### config.mk
export PLATFORM = sky130hd
export DESIGN_NAME = tttu_cell
export DESIGN_NICKNAME = d
export VERILOG_FILES = /design/src/design/tttu_pkg.sv /design/src/design/tttu_cell.sv
export SDC_FILE = /design/constraint.sdc
export NUM_CORES = 1
export LEC_CHECK = 0
export BUFFER_PORTS_ARGS = -buffer_cell sky130_fd_sc_hd__buf_2
export CORE_ASPECT_RATIO = 0.75
export CORE_MARGIN = 2
export CORE_UTILIZATION = 35
export DETAILED_ROUTE_END_ITERATION = 12
export MAX_ROUTING_LAYER = met4
export PLACE_DENSITY = 0.68
export SKIP_CTS_REPAIR_TIMING = 1
export SLEW_MARGIN = 20
export SYNTH_ARGS = -nofsm -noshare
export SYNTH_HDL_FRONTEND = slang
export SYNTH_SLANG_ARGS = --single-unit
### constraint.sdc
create_clock -name clock -period 0.8 [get_ports clock]
set_input_delay 0.04 -clock clock [delete_from_list [all_inputs] [get_ports clock]]
set_output_delay 0.04 -clock clock [all_outputs]
set_load 0.005 [all_outputs]
### src/design/tttu_pkg.sv
package tttu_pkg;

   localparam logic [2:0] CMD_CREATE         = 3'd0;
   localparam logic [2:0] CMD_STATUS_BY_ID   = 3'd1;
   localparam logic [2:0] CMD_ERROR_BY_ID    = 3'd2;
   localparam logic [2:0] CMD_ASSIGN_TRANS   = 3'd3;
   localparam logic [2:0] CMD_STATUS_BY_TRANS = 3'd4;
   localparam logic [2:0] CMD_ERROR_BY_TRANS = 3'd5;

   localparam logic [3:0] STATUS_TRANS_ASSIGNED = 4'd1;
   localparam logic [3:0] STATUS_DATA_CONFIRM   = 4'd2;
   localparam logic [3:0] STATUS_CLOSED_OK      = 4'd3;
   localparam logic [3:0] STATUS_CLOSED_ERR     = 4'd4;

   localparam logic [3:0] ERR_NONE      = 4'd0;
   localparam logic [3:0] ERR_DUP_ID    = 4'd1;
   localparam logic [3:0] ERR_DUP_TRANS = 4'd2;

   typedef struct packed {
      logic [2:0]  command;
      logic [31:0] msg_id;
      logic [7:0]  txn_id;
      logic [3:0]  status_code;
      logic [3:0]  error_code;
   } req_item_type;

   typedef struct packed {
      logic        result_code;
      logic [31:0] duplicate_id_count;
      logic [31:0] reused_trans_count;
   } rsp_item_type;

   // Everything in a table entry except the age stamp, whose width is a parameter.
   typedef struct packed {
      logic [31:0] msg_id;
      logic [3:0]  status;
      logic [3:0]  error;
      logic [7:0]  txn_id;
      logic        trans_valid;
      logic        running;
   } entry_type;

   typedef enum logic [1:0] {
      FSM_IDLE,
      FSM_SCAN,
      FSM_WRITE
   } fsm_type;

   function automatic entry_type apply_error(input entry_type e, input logic [3:0] err);
      entry_type r;
      r = e;
      r.error = err;
      if (err != ERR_NONE && e.status != STATUS_CLOSED_ERR) begin
         r.status = STATUS_CLOSED_ERR;
         r.trans_valid = 1'b0;
         r.running = 1'b0;
      end
      return r;
   endfunction

endpackage

### src/design/tttu_cell.sv
module tttu_cell #(
   parameter int AGE_BITS = 32
) (
   input  logic                     clock,
   input  logic                     reset,
   input  logic                     shift_en,
   input  tttu_pkg::entry_type      entry_in,
   input  logic [AGE_BITS-1:0]      age_in,
   output tttu_pkg::entry_type      entry_out,
   output logic [AGE_BITS-1:0]      age_out
);
   import tttu_pkg::*;

   entry_type           entry_ff;
   logic [AGE_BITS-1:0] age_ff;

   always_ff @(posedge clock) begin
      if (reset) begin
         entry_ff <= '0;
         age_ff   <= '0;
      end else if (shift_en) begin
         entry_ff <= entry_in;
         age_ff   <= age_in;
      end
   end

   assign entry_out = entry_ff;
   assign age_out   = age_ff;

endmodule

==> flow_summary.yaml <==
yosys:
  synth_nets: 349
  synth_top_cell_by_area: "dfxtp_1"
  synth_top_area_share_pct: 55.0
  synth.distinct_cells: 7
  avgSynthCellArea_um2: 11.3
  ys_seq_area_share_pct: 55.0
  ys_warn_count: 0
  synth_cells: 264
  ys_ff_latch: 82
  ys_top_cells_by_area: "dfxtp_1, mux2i_1, nor2_1"
  synth_area_um2: 2990
worst_setup_path:
  start_kind: "register"
  cp_max_fo: 2
  cp.depth: 1
  crit_buf_inv: 1
  crit_slowest_cell: "dfxtp_1"
  cp_top_family: "flip-flops"
  crit_path_end_kind: "primary output"
  crit_arrival_ns: 0.79
  path_cells: "buf_2"
  worstPathRequired_ns: 0.76
  critPathKind: "reg2out"
  reg2regPathDepth: 3
  crit_path_max_incr_delay_ns: 0.34
sta:
  max_slew_margin_pct: 88.3
  fin_crit_ns: 0.827
  setup_slack_ns: -0.0265
  rsz0062_at_grt: "yes"
  fmax_mhz: 1210
  clock_skew_ns: 0
  hold_viol_final: 10
  tightest_slew_ns: 0.171
  setup_tns_ns: -0.0891
  fin_crit_sh_pct: 103
  setup_viol: 18
  holdWs_ns: -0.0493
  slew_violations: 0
hold_path:
  hold_depth: 3
  hp-class: "in2reg"
drt:
  routed_wl_mm: 7.91
  via_count: 2693
  drc: 0
  wl_per_cell_um: 12.9
  ant_nets: 0
  drt_iter0_drc: 99
  drtPass1Iterations: 3
  vias_per_cell: 4.38
global_routing:
  antenna_found_initial: 0
  grt_overflow: 0
  grt_pass1_vias: 2278
  track_usage_pct: 13.8
  grt_pass1_wl_mm: 10.2
  grt_start_max_net_pins: 43
finish:
  fin_cells: 615
  n_antenna_cell: 0
  seqCellArea_um2: 1740
  nFillCells: 673
  multi_input_area_um2: 1130
  final_cell_mix: "buf_2, mux2i_1, nor2_1"
  area_growth_pct: 71.9
  nNetsFinal: 587
  finish.utilization_pct: 61.2
  final_common_cell: "buf_2"
  drive_above_1_share_pct: 52.7
  postLayoutCellArea_um2: 5130
power:
  p_per_area_nw_per_um2: 1950
  p_sw_share_pct: 21.6
  pwr-share-comb_pct: 14.5
  netSwitchingPower_mw: 2.16
  power_mw: 10.0
  p_int_mw: 7.87
  cellLeakagePower_nw: 2.62
  ir_drop_uv: 1320
  pwr-share-clk_pct: 40.5
  p_seq_share_pct: 45.0
floorplanning:
  dieArea_um2: 9290
  start_util_pct: 35.6
  die_w_um: 111
  row_count: 29
  die_h_um: 84.0
  core_um2: 8380
  ios: 167
clock_tree:
  cts_max_level: 3
  cts-root-buf: "clkbuf_16"
  clkLatencyLatePin_ns: 0.32
  clk_pin_slew_worst_paths_ns: 0.05
  cts_tree: "yes"
  clockBufferDepth: 2
  cts_made_buffers: 9
  cts.sinks: 82
flow_run:
  cap_viol_max_count: 0
placement:
  placed_area_um2: 3850
  hpwl_mm: 4.59
  dp_cells: 526
  globalplace.congestion: 0.757
  io_buffers: 166
outcome:
  violations: "hold timing, setup timing"
  outcome: "finished with violations"
## synthesized netlist by cell type
cell type / instances
nor2_1: 82
dfxtp_1: 82
buf_1: 5
mux2i_1: 82
clkbuf_2: 1
clkbuf_1: 3
buf_12: 9
## registers in the layout, indices dropped and copies added (netlist names)
name and cells:
entry_out 50, age_out 32
## metal layers
layer | GRT usage (%) | wire length (µm) | vias up
li1 | - | - | 1348
met1 | 15.8 | 3180 | 1232
met2 | 21.6 | 4100 | 98
met3 | 5.95 | 502 | 15
met4 | 5.11 | 122 | 0
met5 | - | 0 | -
## path summary, 6_finish.rpt
check	slack [ns]	from	endpoint
min	-0.05	age_in[24]	age_out[24]
max reg2reg	0.08	entry_out[27]	entry_out[27]
min reg2reg	0.47	entry_out[16]	entry_out[16]
max	-0.03	age_out[26]	age_out[26]
## power by group through the flow
| stage | Clock [mW] | Combinational, mW | Sequential [mW] |
|---|---|---|---|
| after floorplan | 0 | 0.575 | 4.56 |
| after global placement | 0 | 1.05 | 4.53 |
| after detailed placement | 0 | 1.08 | 4.53 |
| after CTS | 4.20 | 1.08 | 4.44 |
| after global routing | 4.36 | 1.58 | 4.54 |
| final | 4.06 | 1.45 | 4.52 |
## kinds of logic (layout without fill, tap and decap cells)
logic type	after synthesis	in the layout	share of synthesized area, %
multiplexers	82	82	27.5
flip-flops	82	82	55.0
buffers and inverters	18	261	7.21
AND/OR/NAND/NOR	82	82	10.3
## cell type report
cell class,count,share of cell area (%)
clock buffers,14,5.15
well taps,108,2.63
multi-input cells,164,22.0
flip-flops and latches,82,34.0
clock inverters,2,0.683
repair buffers,245,35.6
## stage by stage
step / setup WS [ns] / hold WS, ns
2_1_floorplan: 0.130 / 0.187
3_5_place_dp: -0.0463 / 0.282
6_report: -0.0265 / -0.0493
3_3_place_gp: 0.00576 / 0.272
4_1_cts: -0.0405 / -0.0699
5_1_grt: -0.0512 / -0.00205
Power figures use the tool's default switching activity.
